==> src/rtl/core/hsv_pkg.sv <==
// hsv_pkg: types and constants for the hsv to rgb converter
// used by hsv_to_rgb
package hsv_pkg;

	localparam int unsigned HueW  = 9;
	localparam int unsigned PctW  = 7;
	localparam int unsigned ChanW = 8;

	// valid input limits
	localparam logic [HueW-1:0] HueMax = 9'd360;
	localparam logic [PctW-1:0] PctMax = 7'd100;

	// exact numerators are over 600000, 20 bits hold the largest one
	localparam int unsigned NumW  = 20;
	localparam int unsigned ProdW = 14;

	// floor(255 * n / 600000) = floor(n * 17 / 40000), done as
	// floor(n * 17 * ceil(2^40 / 40000) / 2^40), exact for n <= 600000
	localparam int unsigned DivShift = 40;
	localparam int unsigned DivMulW  = 29;
	localparam logic [DivMulW-1:0] DivMul = 29'd467292447;
	localparam int unsigned DivProdW = NumW + DivMulW;

	// 60 degree hue sector
	typedef enum logic [2:0] {
		SEC_RY,
		SEC_YG,
		SEC_GC,
		SEC_CB,
		SEC_BM,
		SEC_MR
	} sector_t;

endpackage

==> src/rtl/core/hsv_to_rgb.sv <==
// hsv_to_rgb: five stage pipelined hsv to rgb colour converter
// one request per cycle sustained while rgb_ready stays high
// the stage depth is set by the exact divide by 600000 done as a constant multiply in stage 5
// every stage has its own valid bit and stalls only when the stage after it is full
// arst_n clears all valid bits, data registers are not reset
// depends on hsv_pkg
module hsv_to_rgb (
	input  logic       clk,
	input  logic       arst_n,
	input  logic       hsv_valid,
	output logic       hsv_ready,
	input  logic [8:0] hue,
	input  logic [6:0] saturation,
	input  logic [6:0] brightness,
	output logic       rgb_valid,
	input  logic       rgb_ready,
	output logic [7:0] red,
	output logic [7:0] green,
	output logic [7:0] blue,
	output logic       range_error
);

	// stage enables: a stage loads when it is empty or its content moves on
	logic vld_s1, vld_s2, vld_s3, vld_s4, vld_s5;
	logic en_s1, en_s2, en_s3, en_s4, en_s5;

	assign en_s5 = !vld_s5 || rgb_ready;
	assign en_s4 = !vld_s4 || en_s5;
	assign en_s3 = !vld_s3 || en_s4;
	assign en_s2 = !vld_s2 || en_s3;
	assign en_s1 = !vld_s1 || en_s2;
	assign hsv_ready = en_s1;

	always_ff @(posedge clk or negedge arst_n) begin
		if (!arst_n) begin
			vld_s1 <= 1'b0;
			vld_s2 <= 1'b0;
			vld_s3 <= 1'b0;
			vld_s4 <= 1'b0;
			vld_s5 <= 1'b0;
		end else begin
			if (en_s1) vld_s1 <= hsv_valid;
			if (en_s2) vld_s2 <= vld_s1;
			if (en_s3) vld_s3 <= vld_s2;
			if (en_s4) vld_s4 <= vld_s3;
			if (en_s5) vld_s5 <= vld_s4;
		end
	end

	// ---------------------------------------------------------------
	// stage 1: range check, hue sector and distance from sector middle
	// ---------------------------------------------------------------
	logic                 err_c;
	hsv_pkg::sector_t     sec_c;
	logic [6:0]           t_c;     // hue mod 120
	logic [5:0]           dist_c;  // |t - 60|

	always_comb begin
		err_c = (hue > hsv_pkg::HueMax) || (saturation > hsv_pkg::PctMax) ||
			(brightness > hsv_pkg::PctMax);

		if (hue < 9'd60)       sec_c = hsv_pkg::SEC_RY;
		else if (hue < 9'd120) sec_c = hsv_pkg::SEC_YG;
		else if (hue < 9'd180) sec_c = hsv_pkg::SEC_GC;
		else if (hue < 9'd240) sec_c = hsv_pkg::SEC_CB;
		else if (hue < 9'd300) sec_c = hsv_pkg::SEC_BM;
		else                   sec_c = hsv_pkg::SEC_MR;

		// hue of exactly 360 folds to zero and stays in the last sector
		if (hue < 9'd120)      t_c = hue[6:0];
		else if (hue < 9'd240) t_c = 7'(hue - 9'd120);
		else if (hue < 9'd360) t_c = 7'(hue - 9'd240);
		else                   t_c = 7'(hue - 9'd360);

		dist_c = (t_c >= 7'd60) ? 6'(t_c - 7'd60) : 6'(7'd60 - t_c);
	end

	logic             err_s1;
	hsv_pkg::sector_t sec_s1;
	logic [5:0]       wgt_s1;   // 60 - dist, weight of the secondary component
	logic [6:0]       sat_s1, val_s1;

	always_ff @(posedge clk) begin
		if (en_s1) begin
			err_s1 <= err_c;
			sec_s1 <= sec_c;
			wgt_s1 <= 6'(6'd60 - dist_c);
			sat_s1 <= saturation;
			val_s1 <= brightness;
		end
	end

	// ---------------------------------------------------------------
	// stage 2: s*v and v*(100-s), forced to zero on a range error
	// so every later numerator is zero as well
	// ---------------------------------------------------------------
	logic [hsv_pkg::ProdW-1:0] sv_c, vm_c;
	logic [6:0]                inv_sat_c;

	always_comb begin
		inv_sat_c = 7'(hsv_pkg::PctMax - sat_s1);
		if (err_s1) begin
			sv_c = '0;
			vm_c = '0;
		end else begin
			sv_c = hsv_pkg::ProdW'(sat_s1) * hsv_pkg::ProdW'(val_s1);
			vm_c = hsv_pkg::ProdW'(val_s1) * hsv_pkg::ProdW'(inv_sat_c);
		end
	end

	logic                      err_s2;
	hsv_pkg::sector_t          sec_s2;
	logic [5:0]                wgt_s2;
	logic [hsv_pkg::ProdW-1:0] sv_s2, vm_s2;

	always_ff @(posedge clk) begin
		if (en_s2) begin
			err_s2 <= err_s1;
			sec_s2 <= sec_s1;
			wgt_s2 <= wgt_s1;
			sv_s2  <= sv_c;
			vm_s2  <= vm_c;
		end
	end

	// ---------------------------------------------------------------
	// stage 3: chroma, secondary and offset numerators over 600000
	// ---------------------------------------------------------------
	logic                     err_s3;
	hsv_pkg::sector_t         sec_s3;
	logic [hsv_pkg::NumW-1:0] chr_s3, sec_n_s3, ofs_s3;

	always_ff @(posedge clk) begin
		if (en_s3) begin
			err_s3   <= err_s2;
			sec_s3   <= sec_s2;
			chr_s3   <= hsv_pkg::NumW'(sv_s2) * hsv_pkg::NumW'(6'd60);
			sec_n_s3 <= hsv_pkg::NumW'(sv_s2) * hsv_pkg::NumW'(wgt_s2);
			ofs_s3   <= hsv_pkg::NumW'(vm_s2) * hsv_pkg::NumW'(6'd60);
		end
	end

	// ---------------------------------------------------------------
	// stage 4: sector ordering and offset add
	// c + m is 6000*v at most, so the sums stay within 20 bits
	// ---------------------------------------------------------------
	logic [hsv_pkg::NumW-1:0] r_c, g_c, b_c;

	always_comb begin
		case (sec_s3)
			hsv_pkg::SEC_RY: begin r_c = chr_s3;   g_c = sec_n_s3; b_c = '0;       end
			hsv_pkg::SEC_YG: begin r_c = sec_n_s3; g_c = chr_s3;   b_c = '0;       end
			hsv_pkg::SEC_GC: begin r_c = '0;       g_c = chr_s3;   b_c = sec_n_s3; end
			hsv_pkg::SEC_CB: begin r_c = '0;       g_c = sec_n_s3; b_c = chr_s3;   end
			hsv_pkg::SEC_BM: begin r_c = sec_n_s3; g_c = '0;       b_c = chr_s3;   end
			default:         begin r_c = chr_s3;   g_c = '0;       b_c = sec_n_s3; end
		endcase
	end

	logic                     err_s4;
	logic [hsv_pkg::NumW-1:0] r_s4, g_s4, b_s4;

	always_ff @(posedge clk) begin
		if (en_s4) begin
			err_s4 <= err_s3;
			r_s4   <= r_c + ofs_s3;
			g_s4   <= g_c + ofs_s3;
			b_s4   <= b_c + ofs_s3;
		end
	end

	// ---------------------------------------------------------------
	// stage 5: floor(255 * n / 600000) by reciprocal multiply
	// ---------------------------------------------------------------
	logic [hsv_pkg::DivProdW-1:0] r_p, g_p, b_p;

	assign r_p = hsv_pkg::DivProdW'(r_s4) * hsv_pkg::DivProdW'(hsv_pkg::DivMul);
	assign g_p = hsv_pkg::DivProdW'(g_s4) * hsv_pkg::DivProdW'(hsv_pkg::DivMul);
	assign b_p = hsv_pkg::DivProdW'(b_s4) * hsv_pkg::DivProdW'(hsv_pkg::DivMul);

	logic       err_s5;
	logic [7:0] red_s5, green_s5, blue_s5;

	always_ff @(posedge clk) begin
		if (en_s5) begin
			err_s5   <= err_s4;
			red_s5   <= r_p[hsv_pkg::DivShift +: hsv_pkg::ChanW];
			green_s5 <= g_p[hsv_pkg::DivShift +: hsv_pkg::ChanW];
			blue_s5  <= b_p[hsv_pkg::DivShift +: hsv_pkg::ChanW];
		end
	end

	assign rgb_valid   = vld_s5;
	assign red         = red_s5;
	assign green       = green_s5;
	assign blue        = blue_s5;
	assign range_error = err_s5;

endmodule

==> config.mk <==
export PLATFORM = sky130hd
export DESIGN_NAME = hsv_to_rgb
export DESIGN_NICKNAME = d
export VERILOG_FILES = /design/src/rtl/core/hsv_pkg.sv /design/src/rtl/core/hsv_to_rgb.sv
export SDC_FILE = /design/constraint.sdc
export NUM_CORES = 2
export LEC_CHECK = 0
export BUFFER_PORTS_ARGS = -buffer_cell sky130_fd_sc_hd__buf_2
export CAP_MARGIN = 15
export CORE_ASPECT_RATIO = 0.5
export CORE_MARGIN = 8
export CORE_UTILIZATION = 51
export CTS_CLUSTER_SIZE = 40
export DETAILED_ROUTE_END_ITERATION = 7
export PLACE_DENSITY = 0.73
export SKIP_LAST_GASP = 1
export SLEW_MARGIN = 10
export SYNTH_ARGS = -nofsm -noshare
export SYNTH_HDL_FRONTEND = slang
export SYNTH_SLANG_ARGS = --single-unit
==> constraint.sdc <==
create_clock -name clk -period 11.45 [get_ports clk]
set_input_delay 0 -clock clk [delete_from_list [all_inputs] [get_ports clk]]
set_output_delay 0 -clock clk [all_outputs]
set_load 0.03 [all_outputs]
==> results.tsv <==
stage	metric	value	unit
drt	Detailed Routing Iterations Pass 1	6	
drt	Vias	30548	
drt	DR iter-0 viols	2045	
floorplan	Boundary Pins	54	
drt	antenna viol nets, final	0	
setup_path	worst-path maximum fanout	6	
global_routing	largest net degree at the start of global routing	61	
global_routing	vias in the first global route	33374	
setup_path	Critical Path RT	11.87	ns
yosys	Seq/Total Area, Yosys	0.137	
sta	max_slew headroom	0.248	
yosys	synthesized area per cell	10.3	µm²
drt	DRC	0	
sta	crit path time final	7.98	ns
flow_run	Max-Cap Viols	0	
yosys	register bit count reported by yosys	211	
final_layout	most frequent cells in the layout	inv_1, ha_1, fa_1	
final_layout	Area growth, synth to finish	6.15	%
yosys	Mapped Area	45900	µm²
place	# port buffers	53	
worst_hold_path	worst hold path class	in -> reg	
sta	worst slew pin tran	1.13	ns
yosys	Async SR Flop Fraction	0.0237	
global_routing	first-pass GRT wire length	173000	µm
sta	Max Clock Skew	0.0334	ns
outcome	status	completed	
clocking	clk_lat worst skew	0.59	ns
yosys	Synth Instances	4480	
setup_path	crit path cell chain	inv_1, fa_1, fa_1, inv_1, fa_1, inv_1, fa_1, inv_1, fa_1, fa_1, ha_1, ha_1, nand4_1, nor4_1, o2111ai_1, a21oi_1, o311ai_1, a21boi_1, o211a_1, o21ai_0, a21oi_1	
sta	Final Cycle Share	0.697	
drt	final WL	104000	µm
sta	Sum Neg Setup Slack	0	ns
setup_path	CP max stage delay	0.96	ns
floorplan	Die Span Y	228	µm
global_routing	GRT overflow	0	
yosys	Syn Nets	6209	
drt	WL/cell	18.1	µm
floorplan	core area	88800	µm²
sta	Final setup viols	0	
setup_path	CP max-delay cell	nor4_1	
sta	Final Slew Violations	0	
setup_path	Worst Setup Path Type	reg -> reg	
clocking	post-cts resize count	0	
clocking	Num Clock Sinks	211	
clocking	CTS buffer count	25	
yosys	Post-synth EDFFs	206	
clocking	Clock Root Buffer	clkbuf_16	
clocking	CTS H-Tree Depth	1	
yosys	Yosys warning count	0	
setup_path	crit start category	flop	
sta	RSZ-0062 raised after global routing	no	
floorplan	Initial Util	0.517	
final_layout	Final Util	0.549	
place	Detail Placement HPWL	90000	µm
floorplan	die area	101000	µm²
sta	Final Hold Vio Count	0	
final_layout	ant diodes	0	
clocking	clock-pin transition on the worst setup and hold timing paths	0.07	ns
setup_path	Critical Path Most Common Cell	fa_1	
clocking	CTS max path bufs	3	
clocking	CTS Hold Bufs	22	
yosys	Main synth FF type	edfxtp_1	
global_routing	antenna violations before repair	1	
setup_path	CP endpoint kind	flop	
global_routing	GRT Util Overall	0.212	
final_layout	Final #Nets	6277	
clocking	TritonCTS clock tree	built	
sta	fmax	125	MHz
clocking	post-CTS setup repair buffer count	0	
final_layout	layout cell share with drive strength beyond 1	0.0304	
drt	via/cell ratio	5.31	
final_layout	most common cell after layout, fill and taps aside	inv_1	
floorplan	Row Count	77	
place	Placer Congestion	0.944	
yosys	synth unique cells	79	
floorplan	Die Span X	440	µm
setup_path	Critical Path AT	8.40	ns
## area by class of cell
| class | instances | area [µm²] |
|---|---|---|
| Fill cell | 7604 | 40100 |
| Multi-Input combinational cell | 2947 | 34700 |
| Sequential cell | 211 | 6310 |
| Inverter | 1276 | 4790 |
| Tap cell | 1185 | 1480 |
| Clock buffer | 26 | 629 |
| Timing Repair Buffer | 87 | 576 |
| Clock inverter | 19 | 312 |
## Yosys cell counts, types with 15 or more instances
master        n  area [µm²]
edfxtp_1    206        6190
o21ai_0      82         410
a2111oi_0    15         131
nor2_1      113         424
and3_1       19         119
nor2b_1      20         125
o21bai_1     17         128
nand4_1      15        93.8
nand2_1     255         957
nand3_1      32         160
o21a_1       24         180
inv_1      1276        4790
and2_1       68         425
nor3_1       39         195
nand2b_1     19         119
a22o_1       17         149
a21o_1       50         375
xnor2_1     102         893
ha_1        907       11300
clkbuf_1     38         143
fa_1        795       15900
a21oi_1     142         711
xor2_1       52         455
## cell families after synthesis
| logic type | count (synthesis) | synth area share |
|---|---|---|
| XOR/XNOR | 155 | 0.0298 |
| flip-flops | 211 | 0.137 |
| buffers and inverters | 1322 | 0.108 |
| multiplexers | 4 | 0.000926 |
| AO/OA/AOI/OAI | 459 | 0.0661 |
| adder cells (fa/ha/maj) | 1702 | 0.593 |
| AND/OR/NAND/NOR | 627 | 0.0642 |
## flip-flops by register name, indices dropped and copies added, names as in the netlist, 3 cells and up
signal	count
b_s4	20
g_s4	20
r_s4	20
sec_n_s3	20
ofs_s3	18
chr_s3	17
sv_s2	14
vm_s2	13
blue	8
green	8
red	8
sat_s1	7
val_s1	7
wgt_s1	6
wgt_s2	6
sec_s1	3
sec_s2	3
sec_s3	3
## layer usage
layer  vias up  part of all wire  GRT usage
met1     15416              0.46      0.302
met2       773              0.47      0.351
met3       117             0.062     0.0303
met5         -          0.000087          0
li1      14240                 -          -
met4         2             0.015     0.0327
## per-stage QoR
stage / area [µm²] / std cells / hold slack [ns] / worst slack [ns]
global placement: 47600 / 5684 / -0.186 / 3.56
floorplan: 45900 / 4480 / -0.296 / 4.71
CTS: 48800 / 5751 / 0.0118 / 3.44
finish: 48800 / 5751 / 0.0222 / 3.47
global route: 48800 / 5751 / 0.0514 / 3.20
detailed placement: 47600 / 5684 / -0.183 / 3.52
## critical path: cells and delay by family (launching register included)
kind,cells,cell delay [ns]
buffers and inverters,4,0.38
AOI/OAI and AO/OA,7,1.93
adders and majority gates,8,3.81
DFF,1,0.59
and+or+nand+nor,2,1.12
## final timing paths
kind	slack (ns)	from	end	cells after the start
min in group asynchronous	0.33	arst_n	vld_s1	3
min	0.02	hue[8]	sec_s1[0]	3
min reg2reg	0.40	wgt_s1[3]	wgt_s2[3]	0
max in group asynchronous	10.93	arst_n	vld_s2	3
max	3.47	g_s4[11]	green[6]	21
max reg2reg	3.47	g_s4[11]	green[6]	21
Power is left out: the tool's default activity adds up to more than one toggle a clock period on the data nets, which glitch-free logic cannot reach.
